[config.mk]
export PLATFORM = sky130hd
export DESIGN_NAME = single_wire_humidity_sensor_reader
export DESIGN_NICKNAME = d
export VERILOG_FILES = /design/src/design/swhsr_pkg.sv /design/src/design/swhsr_frame_decode.sv /design/src/design/single_wire_humidity_sensor_reader.sv
export SDC_FILE = /design/constraint.sdc
export NUM_CORES = 1
export LEC_CHECK = 0
export ABC_CLOCK_PERIOD_IN_PS = 11000
export BUFFER_PORTS_ARGS = -buffer_cell sky130_fd_sc_hd__buf_2
export CELL_PAD_IN_SITES_DETAIL_PLACEMENT = 0
export CELL_PAD_IN_SITES_GLOBAL_PLACEMENT = 2
export CORE_ASPECT_RATIO = 1.4
export CORE_MARGIN = 4
export CORE_UTILIZATION = 42
export DETAILED_ROUTE_END_ITERATION = 12
export GPL_TIMING_DRIVEN = 0
export PLACE_DENSITY = 0.93
export SLEW_MARGIN = 10
export SYNTH_ARGS = -nofsm -noshare
export SYNTH_HDL_FRONTEND = slang
export SYNTH_HIERARCHICAL = 1
export SYNTH_SLANG_ARGS = --single-unit
[constraint.sdc]
create_clock -name i_clk -period 11 [get_ports i_clk]
set_input_delay 0.55 -clock i_clk [delete_from_list [all_inputs] [get_ports i_clk]]
set_output_delay 0.55 -clock i_clk [all_outputs]
set_load 0.01 [all_outputs]
[src/design/swhsr_pkg.sv]
// Shared types and constants for the single-wire humidity sensor reader.
// No dependencies; every other design file imports this package.
package swhsr_pkg;

    // Width of the saturating tick counter (valid range 12 to 24).
    localparam int CNT_W = 16;
    // Compare width that covers both the counter and the 16-bit start time.
    localparam int CMP_W = (CNT_W > 16) ? CNT_W : 16;
    localparam logic [CNT_W-1:0] CNT_MAX = {CNT_W{1'b1}};

    localparam int FRAME_W = 40;
    localparam logic [5:0] FRAME_BITS = 6'd40;

    localparam int CFG_IDX_W  = 3;
    localparam int CFG_DATA_W = 16;

    localparam logic [CFG_IDX_W-1:0] CFG_SENSOR_KIND   = 3'd0;
    localparam logic [CFG_IDX_W-1:0] CFG_START_LOW     = 3'd1;
    localparam logic [CFG_IDX_W-1:0] CFG_RELEASE       = 3'd2;
    localparam logic [CFG_IDX_W-1:0] CFG_TIMEOUT       = 3'd3;
    localparam logic [CFG_IDX_W-1:0] CFG_ONE_THRESHOLD = 3'd4;

    localparam logic        RST_SENSOR_KIND   = 1'b0;
    localparam logic [15:0] RST_START_LOW     = 16'd18000;
    localparam logic [7:0]  RST_RELEASE       = 8'd30;
    localparam logic [9:0]  RST_TIMEOUT       = 10'd120;
    localparam logic [7:0]  RST_ONE_THRESHOLD = 8'd50;

    typedef enum logic [2:0] {
        PH_IDLE      = 3'd0,
        PH_START     = 3'd1,
        PH_RELEASE   = 3'd2,
        PH_RESP_LOW  = 3'd3,
        PH_RESP_HIGH = 3'd4,
        PH_RESP_LOW2 = 3'd5,
        PH_BIT_HIGH  = 3'd6,
        PH_MEASURE   = 3'd7
    } t_phase;

    typedef enum logic [1:0] {
        ST_OK       = 2'd0,
        ST_TIMEOUT  = 2'd1,
        ST_CHECKSUM = 2'd2
    } t_status;

    typedef struct packed {
        logic cmd;
        logic line_level;
    } t_in_item;

    typedef struct packed {
        logic               drive_low;
        logic               busy_res;
        logic               done_res;
        t_status            status;
        logic [15:0]        humidity_tenths;
        logic signed [15:0] temperature_tenths;
    } t_out_item;

    // Decoded frame handed from the frame decoder to the sequencer.
    typedef struct packed {
        logic               sum_ok;
        logic [15:0]        humidity;
        logic signed [15:0] temperature;
    } t_frame_dec;

endpackage

[src/design/swhsr_frame_decode.sv]
// Frame decoder: checksum test and conversion of a 40-bit sensor frame to tenths.
// Depends on swhsr_pkg.
module swhsr_frame_decode (
    input  logic [swhsr_pkg::FRAME_W-1:0] i_frame,
    input  logic                          i_sensor_kind,
    output swhsr_pkg::t_frame_dec         o_dec
);
    import swhsr_pkg::*;

    logic [7:0]  b0, b1, b2, b3, b4;
    logic [7:0]  sum8;
    logic [14:0] mag;

    assign b0 = i_frame[39:32];
    assign b1 = i_frame[31:24];
    assign b2 = i_frame[23:16];
    assign b3 = i_frame[15:8];
    assign b4 = i_frame[7:0];

    assign sum8 = b0 + b1 + b2 + b3;
    assign mag  = {b2[6:0], b3};

    always_comb begin
        o_dec.sum_ok = (sum8 == b4);
        if (i_sensor_kind) begin
            // sign-magnitude words; negative zero folds to zero
            o_dec.humidity    = {b0, b1};
            o_dec.temperature = b2[7] ? (16'sd0 - $signed({1'b0, mag}))
                                      : $signed({1'b0, mag});
        end else begin
            // integer byte times ten plus tenths byte
            o_dec.humidity    = ({8'd0, b0} << 3) + ({8'd0, b0} << 1) + {8'd0, b1};
            o_dec.temperature = $signed(({8'd0, b2} << 3) + ({8'd0, b2} << 1)
                                        + {8'd0, b3});
        end
    end

endmodule

[src/design/single_wire_humidity_sensor_reader.sv]
// Top level of the single-wire humidity/temperature sensor reader.
// Depends on swhsr_pkg and swhsr_frame_decode.
//
//   channel | direction | handshake              | payload
//   --------+-----------+------------------------+------------------------
//   input   | in        | i_in_valid / o_in_stall | i_in_item  (t_in_item)
//   result  | out       | o_out_valid / i_out_stall| o_out_item (t_out_item)
//   config  | in        | i_cfg_we (no wait)      | i_cfg_index, i_cfg_data
//
// Each item (one microsecond tick or a start command) passes through the input
// register and then the result register, one item per cycle sustained while
// the result is not stalled. The sequencer state update for an item is the
// single pass between those two registers.
// Synchronous active-low reset returns the sequencer to idle, clears held
// readings and loads the default timing registers.
// A stalled result holds the result register; the input register then holds
// its item and o_in_stall rises until the result register frees.
module single_wire_humidity_sensor_reader (
    input  logic                                   i_clk,
    input  logic                                   i_rst_n,
    // item input
    input  logic                                   i_in_valid,
    output logic                                   o_in_stall,
    input  swhsr_pkg::t_in_item                    i_in_item,
    // result output
    output logic                                   o_out_valid,
    input  logic                                   i_out_stall,
    output swhsr_pkg::t_out_item                   o_out_item,
    // configuration writes
    input  logic                                   i_cfg_we,
    input  logic [swhsr_pkg::CFG_IDX_W-1:0]        i_cfg_index,
    input  logic [swhsr_pkg::CFG_DATA_W-1:0]       i_cfg_data
);
    import swhsr_pkg::*;

    // configuration registers
    logic        r_sensor_kind;
    logic [15:0] r_start_low;
    logic [7:0]  r_release;
    logic [9:0]  r_timeout;
    logic [7:0]  r_one_thr;

    // pipeline registers
    logic      r_in_valid;
    t_in_item  r_in_item;
    logic      r_out_valid;
    t_out_item r_out_item;

    // sequencer state
    t_phase             r_phase, n_phase;
    logic [CNT_W-1:0]   r_cnt, n_cnt;
    logic [5:0]         r_bits, n_bits;
    logic [FRAME_W-1:0] r_frame, n_frame;
    logic [15:0]        r_hum, n_hum;
    logic signed [15:0] r_temp, n_temp;

    logic               adv;
    logic               step;
    logic [CNT_W-1:0]   cnt_inc;
    logic               want;
    logic               one_bit;
    logic [FRAME_W-1:0] frame_shifted;
    logic               done;
    t_status            status;
    t_frame_dec         dec;

    // Advance the pipeline whenever the result register is free or being taken.
    assign adv        = !r_out_valid || !i_out_stall;
    assign step       = r_in_valid && adv;
    assign o_in_stall = r_in_valid && !adv;

    assign o_out_valid = r_out_valid;
    assign o_out_item  = r_out_item;

    // saturating tick increment
    assign cnt_inc = (r_cnt == CNT_MAX) ? r_cnt : r_cnt + 1'b1;
    assign want    = (r_phase == PH_RESP_HIGH) || (r_phase == PH_BIT_HIGH);
    assign one_bit = CMP_W'(r_cnt) >= CMP_W'(r_one_thr);

    // frame with the bit of the pulse ending now shifted in, msb first
    assign frame_shifted = {r_frame[FRAME_W-2:0], one_bit};

    swhsr_frame_decode u_decode (
        .i_frame       (frame_shifted),
        .i_sensor_kind (r_sensor_kind),
        .o_dec         (dec)
    );

    // Sequencer: next state for the item sitting in the input register.
    always_comb begin
        n_phase = r_phase;
        n_cnt   = r_cnt;
        n_bits  = r_bits;
        n_frame = r_frame;
        n_hum   = r_hum;
        n_temp  = r_temp;
        done    = 1'b0;
        status  = ST_OK;

        case (r_phase)
            PH_IDLE: begin
                if (r_in_item.cmd) begin
                    n_phase = PH_START;
                    n_cnt   = '0;
                    n_bits  = '0;
                    n_frame = '0;
                end
            end
            PH_START: begin
                // hold the wire low until the start time has passed
                n_cnt = cnt_inc;
                if (CMP_W'(cnt_inc) >= CMP_W'(r_start_low) || cnt_inc == CNT_MAX) begin
                    n_cnt   = '0;
                    n_phase = (r_release == 8'd0) ? PH_RESP_LOW : PH_RELEASE;
                end
            end
            PH_RELEASE: begin
                n_cnt = cnt_inc;
                if (CMP_W'(cnt_inc) >= CMP_W'(r_release) || cnt_inc == CNT_MAX) begin
                    n_cnt   = '0;
                    n_phase = PH_RESP_LOW;
                end
            end
            PH_RESP_LOW, PH_RESP_HIGH, PH_RESP_LOW2, PH_BIT_HIGH: begin
                if (r_in_item.line_level == want) begin
                    n_cnt = '0;
                    case (r_phase)
                        PH_RESP_LOW:  n_phase = PH_RESP_HIGH;
                        PH_RESP_HIGH: n_phase = PH_RESP_LOW2;
                        PH_RESP_LOW2: n_phase = PH_BIT_HIGH;
                        default:      n_phase = PH_MEASURE;
                    endcase
                end else begin
                    n_cnt = cnt_inc;
                    if (CMP_W'(cnt_inc) > CMP_W'(r_timeout)) begin
                        n_phase = PH_IDLE;
                        n_cnt   = '0;
                        done    = 1'b1;
                        status  = ST_TIMEOUT;
                    end
                end
            end
            PH_MEASURE: begin
                if (r_in_item.line_level) begin
                    n_cnt = cnt_inc;
                    if (CMP_W'(cnt_inc) > CMP_W'(r_timeout)) begin
                        n_phase = PH_IDLE;
                        n_cnt   = '0;
                        done    = 1'b1;
                        status  = ST_TIMEOUT;
                    end
                end else begin
                    // falling edge ends the pulse: shift the bit in, msb first
                    n_frame = frame_shifted;
                    n_bits  = r_bits + 1'b1;
                    n_cnt   = '0;
                    if (n_bits >= FRAME_BITS) begin
                        n_phase = PH_IDLE;
                        done    = 1'b1;
                        if (dec.sum_ok) begin
                            n_hum  = dec.humidity;
                            n_temp = dec.temperature;
                        end else begin
                            status = ST_CHECKSUM;
                        end
                    end else begin
                        n_phase = PH_BIT_HIGH;
                    end
                end
            end
            default: begin
                n_phase = PH_IDLE;
                n_cnt   = '0;
            end
        endcase
    end

    // configuration registers; a write lands at once, also in the middle of a read
    always_ff @(posedge i_clk) begin
        if (!i_rst_n) begin
            r_sensor_kind <= RST_SENSOR_KIND;
            r_start_low   <= RST_START_LOW;
            r_release     <= RST_RELEASE;
            r_timeout     <= RST_TIMEOUT;
            r_one_thr     <= RST_ONE_THRESHOLD;
        end else if (i_cfg_we) begin
            case (i_cfg_index)
                CFG_SENSOR_KIND:   r_sensor_kind <= i_cfg_data[0];
                CFG_START_LOW:     r_start_low   <= i_cfg_data[15:0];
                CFG_RELEASE:       r_release     <= i_cfg_data[7:0];
                CFG_TIMEOUT:       r_timeout     <= i_cfg_data[9:0];
                CFG_ONE_THRESHOLD: r_one_thr     <= i_cfg_data[7:0];
                default:           ;
            endcase
        end
    end

    // input register: take a new transfer whenever the current item moves on
    always_ff @(posedge i_clk) begin
        if (!i_rst_n) begin
            r_in_valid <= 1'b0;
        end else if (!r_in_valid || adv) begin
            r_in_valid <= i_in_valid;
        end
    end

    always_ff @(posedge i_clk) begin
        if ((!r_in_valid || adv) && i_in_valid) begin
            r_in_item <= i_in_item;
        end
    end

    // sequencer state commits once per item
    always_ff @(posedge i_clk) begin
        if (!i_rst_n) begin
            r_phase <= PH_IDLE;
            r_cnt   <= '0;
            r_bits  <= '0;
            r_frame <= '0;
            r_hum   <= '0;
            r_temp  <= '0;
        end else if (step) begin
            r_phase <= n_phase;
            r_cnt   <= n_cnt;
            r_bits  <= n_bits;
            r_frame <= n_frame;
            r_hum   <= n_hum;
            r_temp  <= n_temp;
        end
    end

    // result register: hold while stalled, drop after the transfer
    always_ff @(posedge i_clk) begin
        if (!i_rst_n) begin
            r_out_valid <= 1'b0;
        end else if (adv) begin
            r_out_valid <= r_in_valid;
        end
    end

    always_ff @(posedge i_clk) begin
        if (step) begin
            r_out_item.drive_low          <= (n_phase == PH_START);
            r_out_item.busy_res           <= (n_phase != PH_IDLE);
            r_out_item.done_res           <= done;
            r_out_item.status             <= status;
            r_out_item.humidity_tenths    <= n_hum;
            r_out_item.temperature_tenths <= n_temp;
        end
    end

endmodule
==> impl_metrics.yaml, run 1 <==
synth:
  syn_nets: 1381
  synth_cells: 1261
  ys_seq_area_frac: 0.354
  synth.largest_area_cell: "dfxtp_1"
  synth.top_cell.area_share: 0.250
  synth_most_common_cell: "nand2_1"
  ys_warn_count: 6
  synth_commonest_cells: "nand2_1 (166), dfxtp_1 (141), nor2_1 (94)"
  synth_ff_type: "dfxtp_1"
  syn-cell-area_mm2: 0.0113
  synth_area_leaders: "dfxtp_1 (25%), edfxtp_1 (10%), ha_1 (8.0%)"
  syn_avg_cell_area_um2: 8.95
  yosysUniqueCellTypes: 94
  synth_seq_cells: 180
  synth_edf_count: 39
  async_reset_ff_frac: 0
clock_network:
  clkTransAtPathRegs_ns: 0.07
  cts_buffer_depth: 2
  cts_tree: "yes"
  cts_setup_buffers: 0
  root_buffer: "clkbuf_16"
  clock_sinks: 180
  clk_latency_ns: 0.44
  hold_buffers: 0
  cts-buffers-inserted: 17
  cts-htree-levels: 4
  cts_resized: 0
power:
  p_per_area_mw_per_mm2: 115
  irDropWorstVdd_mv: 0.108
  total_power_mw: 1.46
  power_leakage_nw: 5.16
detailed_routing:
  drt_iter0_markers: 471
  drt-pass1-iter-count: 5
  wl_mm: 31.3
  drc_errors: 0
  postRouteAntennaNets: 0
  detail_route.vias_per_cell: 5.52
  wl_per_cell_um: 18.6
  vias: 9271
die:
  dieArea_mm2: 0.0296
  ioPinCount: 65
  die_x_um: 147
  start_util: 0.429
  rows: 70
  die_h_um: 202
  core_area_mm2: 0.0263
sta:
  tightest_slew_ns: 0.754
  hold_violations: 0
  finalCriticalPeriod_ns: 4.82
  setup_viol: 0
  fin_skew_ns: 0.0173
  whs_ns: 0.292
  finalCritPeriodShare: 0.438
  max_freq_mhz: 208
  rsz0062_at_grt: "false"
  relSlewSlack: 0.485
  fin_tns_setup_ns: 0
  maxSlewViolCount: 0
global_route:
  grt_use_total: 0.215
  grt_antenna_before_repair: 0
  overflow: 0
  grt_max_degree: 30
  grt_pass1_wl_mm: 50.9
  grt_pass1_vias: 9604
worst_setup_path:
  path_buf_inv: 3
  cp_top_family: "adder cells"
  crit_fanout: 10
  startpoint_type: "flop"
  crit_chain: "fa_1 > inv_1 > fa_1 > inv_1 > ha_1 > fa_1 > a21o_1 > a21o_1 > a21o_1 > a21oi_1 > xnor2_1 > and3_1 > nand4_1 > clkbuf_1 > mux2_2 > nor2_1 > nor3b_1"
  end_kind: "flop"
  slowest_delay_ns: 0.57
  path_class: "flop to flop"
  cp.required_ns: 11.33
  cpMaxStageDelayCell: "fa_1"
  worstPathArrival_ns: 5.15
layout:
  layout.nets: 1464
  fillCellCount: 2597
  final_cell_count_no_fill: 1681
  finish.utilization: 0.481
  area_delta_synth_final_pct: 12.0
  n_antenna_cell: 0
  drive_gt1_frac: 0.134
place:
  place_hpwl_mm: 24.4
  gp_congestion: 0.914
  io_buffers: 63
  placed_cells: 1649
outcome:
  status: "finished clean"
run:
  maxCapViolCount: 0
worst_hold_path:
  min_path_type: "input port to flop"
==> worst paths after layout <==
path                                   from                   endpoint  slack (ns)  depth (start not counted)
setup / recovery   r_frame[16]$_SDFFE_PN0P_    r_temp[11]$_SDFFE_PN0P_        6.18                         17
hold reg to reg   r_timeout[2]$_SDFFE_PN0P_  r_timeout[2]$_SDFFE_PN0P_        0.47                          2
hold / removal                 i_in_item[1]     r_in_item[1]$_DFFE_PP_        0.29                          1
setup reg to reg   r_frame[16]$_SDFFE_PN0P_    r_temp[11]$_SDFFE_PN0P_        6.18                         17
==> per-layer routing <==
layer,wire [µm],share of wire,vias up,GRT usage
li1,-,-,4598,-
met1,12000,0.38,4462,0.226
met2,17400,0.56,157,0.424
met3,831,0.027,54,0.0314
met4,1070,0.034,0,0.0854
met5,0,0,-,0
==> state kept, by name, summed over array words and instances, names as in the netlist, 10 cells and up <==
| name | flops |
|---|---|
| o_out_item | 37 |
| r_cnt | 16 |
| r_hum | 16 |
| r_temp | 16 |
| r_frame | 39 |
| r_timeout | 10 |
| r_start_low | 16 |
==> worst reg2reg max path, delay by kind of cell (launching register included) <==
kind,cells,cell delay [ns]
compound gates,4,0.74
xor+xnor,1,0.09
fa+ha+maj,4,1.71
buf+inv,3,0.60
flops,1,0.47
mux,1,0.42
simple gates,4,0.68
==> kinds of logic (layout without fill, tap and decap cells) <==
logic type               Yosys count  count (layout)  synth area share
AO/OA/AOI/OAI                    277             277             0.176
XOR/XNOR                          56              56            0.0435
adder cells (fa/ha/maj)           95              95             0.120
buffers and inverters            146             242            0.0527
flip-flops                       180             180             0.354
multiplexers                      46              46            0.0456
AND/OR/NAND/NOR                  461             461             0.208
==> metrics by stage <==
stage,worst slack (ns),cell area (µm²)
finish,6.18,12600
CTS,6.13,12600
floorplan,6.82,11300
global route,5.88,12600
detailed placement,6.16,12000
global placement,6.19,12000
==> cells in the final DEF (no fill, tap or decap), drive strengths merged, types with 4 or more instances in the layout <==
master / synthesis / final
a31oi: 4 / 4
and2: 9 / 9
a21o: 26 / 26
nand2: 167 / 167
xor2: 12 / 12
edfxtp: 39 / 39
mux2: 40 / 40
or3: 6 / 6
o211ai: 19 / 19
fa: 22 / 22
xnor2: 44 / 44
o21ai: 46 / 46
nand3b: 5 / 5
nor2b: 11 / 11
a21boi: 70 / 70
o21bai: 4 / 4
a2111oi: 4 / 4
o22ai: 4 / 4
and3: 9 / 9
nor4: 8 / 8
a211oi: 10 / 10
clkbuf: 55 / 74
nand3: 66 / 66
a21oi: 44 / 44
inv: 74 / 80
nand2b: 7 / 7
nor2: 95 / 95
or4: 5 / 5
nor3: 9 / 9
mux2i: 6 / 6
nand4: 14 / 14
o21a: 4 / 4
nor3b: 36 / 36
ha: 72 / 72
o31ai: 8 / 8
buf: 17 / 81
a22o: 11 / 11
dfxtp: 141 / 141
==> layout make-up <==
type | instances | area [µm²] | area share
plain buffers | 72 | 318 | 0.0251
clock buffers | 19 | 453 | 0.0358
clock inverters | 13 | 164 | 0.0130
inverters | 74 | 278 | 0.0220
multi-input cells | 935 | 6700 | 0.530
flip-flops and latches | 180 | 3990 | 0.316
well taps | 324 | 405 | 0.0321
repair buffers | 64 | 335 | 0.0265
==> power breakdown <==
group	total [mW]	leakage, nW	switching (mW)	internal, mW
clock network	0.643	0.297	0.288	0.356
registers	0.706	1.52	0.00907	0.697
logic	0.109	3.35	0.0677	0.0417
total	1.46	5.16	0.364	1.09
No activity file was read; power rests on OpenSTA's default activity.
==> inputs of run 2 (changes only) <==
ABC_AREA = 1   (was unset)
ABC_CLOCK_PERIOD_IN_PS = 4500   (was 11000)
CORE_UTILIZATION = 36   (was 42)
PLACE_DENSITY = 0.88   (was 0.93)
clock period = 4.5 ns   (was 11 ns; I/O delays follow)
==> run 2 against run 1 <==
  * Sequential share of layout area decreased by 0.12 points
  * Global-route usage decreased by 1.9 points
  * Core utilization decreased by 6.9 points
  * Non-clock buffer count decreased by 15
  * Critical endpoint is now r_temp[10]$_SDFFE_PN0P_
==> impl_metrics.yaml, run 2 <==
place:
  place_area_mm2: 0.0121
  gp_congestion: 0.866
  place_hpwl_mm: 26.1
  io_buffers: 63
clock_network:
  cts_tree: "yes"
  clkTransAtPathRegs_ns: 0.07
  cts_setup_buffers: 0
  cts_buffer_depth: 2
  clk_latency_ns: 0.44
  clock_sinks: 180
  cts-htree-levels: 4
  root_buffer: "clkbuf_16"
  cts-buffers-inserted: 17
outcome:
  status: "finished clean"
global_route:
  grt_use_total: 0.196
  grt_pass1_wl_mm: 52.5
  grt_pass1_vias: 9850
  overflow: 0
  grt_antenna_before_repair: 0
  grt_max_degree: 32
die:
  core_area_mm2: 0.0308
  start_util: 0.364
  ioPinCount: 65
  die_h_um: 217
  dieArea_mm2: 0.0341
  die_x_um: 157
  rows: 76
worst_setup_path:
  cpMaxStageDelayCell: "fa_1"
  worstPathArrival_ns: 4.60
  slowest_delay_ns: 0.55
  reg2reg_depth: 20
  cp_top_family: "adder cells"
  startpoint_type: "flop"
  crit_fanout: 10
  rrSetupSlack_ns: 0.23
  r2r_start: "r_frame[16]$_SDFFE_PN0P_"
  cp.required_ns: 4.83
  path_class: "flop to flop"
  path_buf_inv: 4
  crit_chain: "fa_1 > inv_1 > fa_1 > inv_1 > ha_1 > fa_1 > nand3_1 > nand2_1 > or2_1 > nand3b_1 > nand3_1 > nor2_1 > nand2_1 > nor2_4 > nand3_4 > buf_2 > nor2_1 > a21oi_1 > o21ai_0 > inv_1"
  reg2reg_to: "r_temp[10]$_SDFFE_PN0P_"
  end_kind: "flop"
layout:
  drive_gt1_frac: 0.110
  top_register: "r_frame"
  fillCellCount: 3303
  final_common_cell: "nand2_1"
  final_area_mm2: 0.0127
  area_delta_synth_final_pct: 13.1
  multi_input_area_mm2: 0.00615
  ff_latch_area_mm2: 0.00399
  final_cell_mix: "nand2_1 (357), inv_1 (225), a21oi_1 (190), dfxtp_1 (141), nor2_1 (106)"
  n_antenna_cell: 0
  largest_register_ffs: 39
  layout.nets: 1747
power:
  p_per_area_mw_per_mm2: 274
  total_power_mw: 3.48
  irDropWorstVdd_mv: 0.256
  power_leakage_nw: 6.00
synth:
  synth_most_common_cell: "nand2_1"
  yosysUniqueCellTypes: 47
  async_reset_ff_frac: 0
  synth.largest_area_cell: "dfxtp_1"
  synth_ff_type: "dfxtp_1"
  synth.top_cell.area_share: 0.251
  synth_area_leaders: "dfxtp_1 (25%), nand2_1 (12%), edfxtp_1 (10%)"
  syn-cell-area_mm2: 0.0112
  ys_warn_count: 6
  synth_edf_count: 39
  synth_seq_cells: 180
  syn_nets: 1660
  ys_seq_area_frac: 0.356
  syn_avg_cell_area_um2: 7.29
  synth_cells: 1540
  synth_commonest_cells: "nand2_1 (357), inv_1 (225), a21oi_1 (190)"
detailed_routing:
  detail_route.vias_per_cell: 4.97
  wl_per_cell_um: 16.2
  wl_mm: 32.9
  drt_iter0_markers: 448
  postRouteAntennaNets: 0
  drt-pass1-iter-count: 6
  drc_errors: 0
  vias: 10100
sta:
  whs_ns: 0.0268
  fin_skew_ns: 0.0148
  relSlewSlack: 0.254
  hold_violations: 0
  finalCriticalPeriod_ns: 4.27
  tightest_slew_ns: 1.11
  max_freq_mhz: 234
  setup_viol: 0
  maxSlewViolCount: 0
  finalCritPeriodShare: 0.948
run:
  maxCapViolCount: 0
worst_hold_path:
  whs_path_depth: 3
  whs_endpoint: "r_start_low[9]$_SDFFE_PN1P_"
  min_path_type: "input port to flop"
  holdCritStartpoint: "i_cfg_data[9]"
[run 2: changes by cell type after synthesis, moves of 36 or more]
cell      change
a21boi_0     -66
a21oi_1     +146
inv_1       +152
mux2_2       -39
nand2_1     +191
nor3b_1      -36
o21ai_0      +61
[run 2: repair_timing]
action                                  in CTS  in global routing
gates resized for setup                      2                 10
endpoints found under the setup margin      17                 48
endpoints found under the hold margin        4                  0
hold buffers                                 4                  0
[run 2: stage by stage]
stage / cells / utilization / setup slack, ns / TNS [ns]
after global placement: 1993 / 0.390 / -1.26 / -61.12
after floorplan: 1540 / - / 0.746 / 0
final: 2030 / 0.412 / 0.235 / 0
after detailed placement: 1994 / 0.391 / -0.100 / -0.438
after global routing: 2030 / 0.412 / -0.0466 / -0.247
after CTS: 2030 / 0.411 / 0.0594 / 0
[run 2: worst max-delay path by stage]
stage | start | depth (start not counted) | endpoint
floorplan | o_out_valid$_SDFFE_PN0P_ | 10 | r_frame[0]$_SDFFE_PN0P_
global placement | i_out_stall | 11 | r_frame[4]$_SDFFE_PN0P_
detailed placement | r_frame[16]$_SDFFE_PN0P_ | 20 | r_temp[10]$_SDFFE_PN0P_
CTS | r_frame[16]$_SDFFE_PN0P_ | 20 | r_temp[10]$_SDFFE_PN0P_
global route | r_frame[16]$_SDFFE_PN0P_ | 20 | r_temp[10]$_SDFFE_PN0P_
finish | r_frame[16]$_SDFFE_PN0P_ | 20 | r_temp[10]$_SDFFE_PN0P_
[run 2: logic make-up after synthesis]
kind of cell    Yosys count  synth area share
compound gates          344             0.167
xor+xnor                 27            0.0226
fa+ha+maj                94             0.119
buf+inv                 286            0.0993
flops                   180             0.356
mux                       1          0.000892
simple gates            608             0.235
[run 2: worst register-to-register path, delay by kind of cell (launching register included)]
kind | cells | cell delay (ns)
buffers and inverters | 4 | 0.42
AND/OR/NAND/NOR | 10 | 1.34
adder cells (fa/ha/maj) | 4 | 1.73
flip-flops | 1 | 0.42
AO/OA/AOI/OAI | 2 | 0.25
[run 2: cell type report]
class | instances | share of cell area
inverters | 233 | 0.0689
plain buffers | 53 | 0.0194
clock buffers | 18 | 0.0338
flip-flops and latches | 180 | 0.315
multi-input cells | 1074 | 0.484
clock inverters | 14 | 0.0109
repair buffers | 68 | 0.0296
well taps | 390 | 0.0384
[run 2: report_power, final]
group / internal (mW) / total (mW) / switching [mW] / leakage, nW
logic: 0.0942 / 0.297 / 0.203 / 4.21
registers: 1.71 / 1.73 / 0.0179 / 1.53
clock network: 0.733 / 1.45 / 0.720 / 0.267
[run 2: per-layer routing]
layer / up-vias / global-route usage / part of all wire
li1: 5196 / - / -
met1: 4681 / 0.220 / 0.40
met2: 164 / 0.372 / 0.54
met3: 49 / 0.0227 / 0.025
met4: 0 / 0.0737 / 0.032
met5: - / 0 / 0
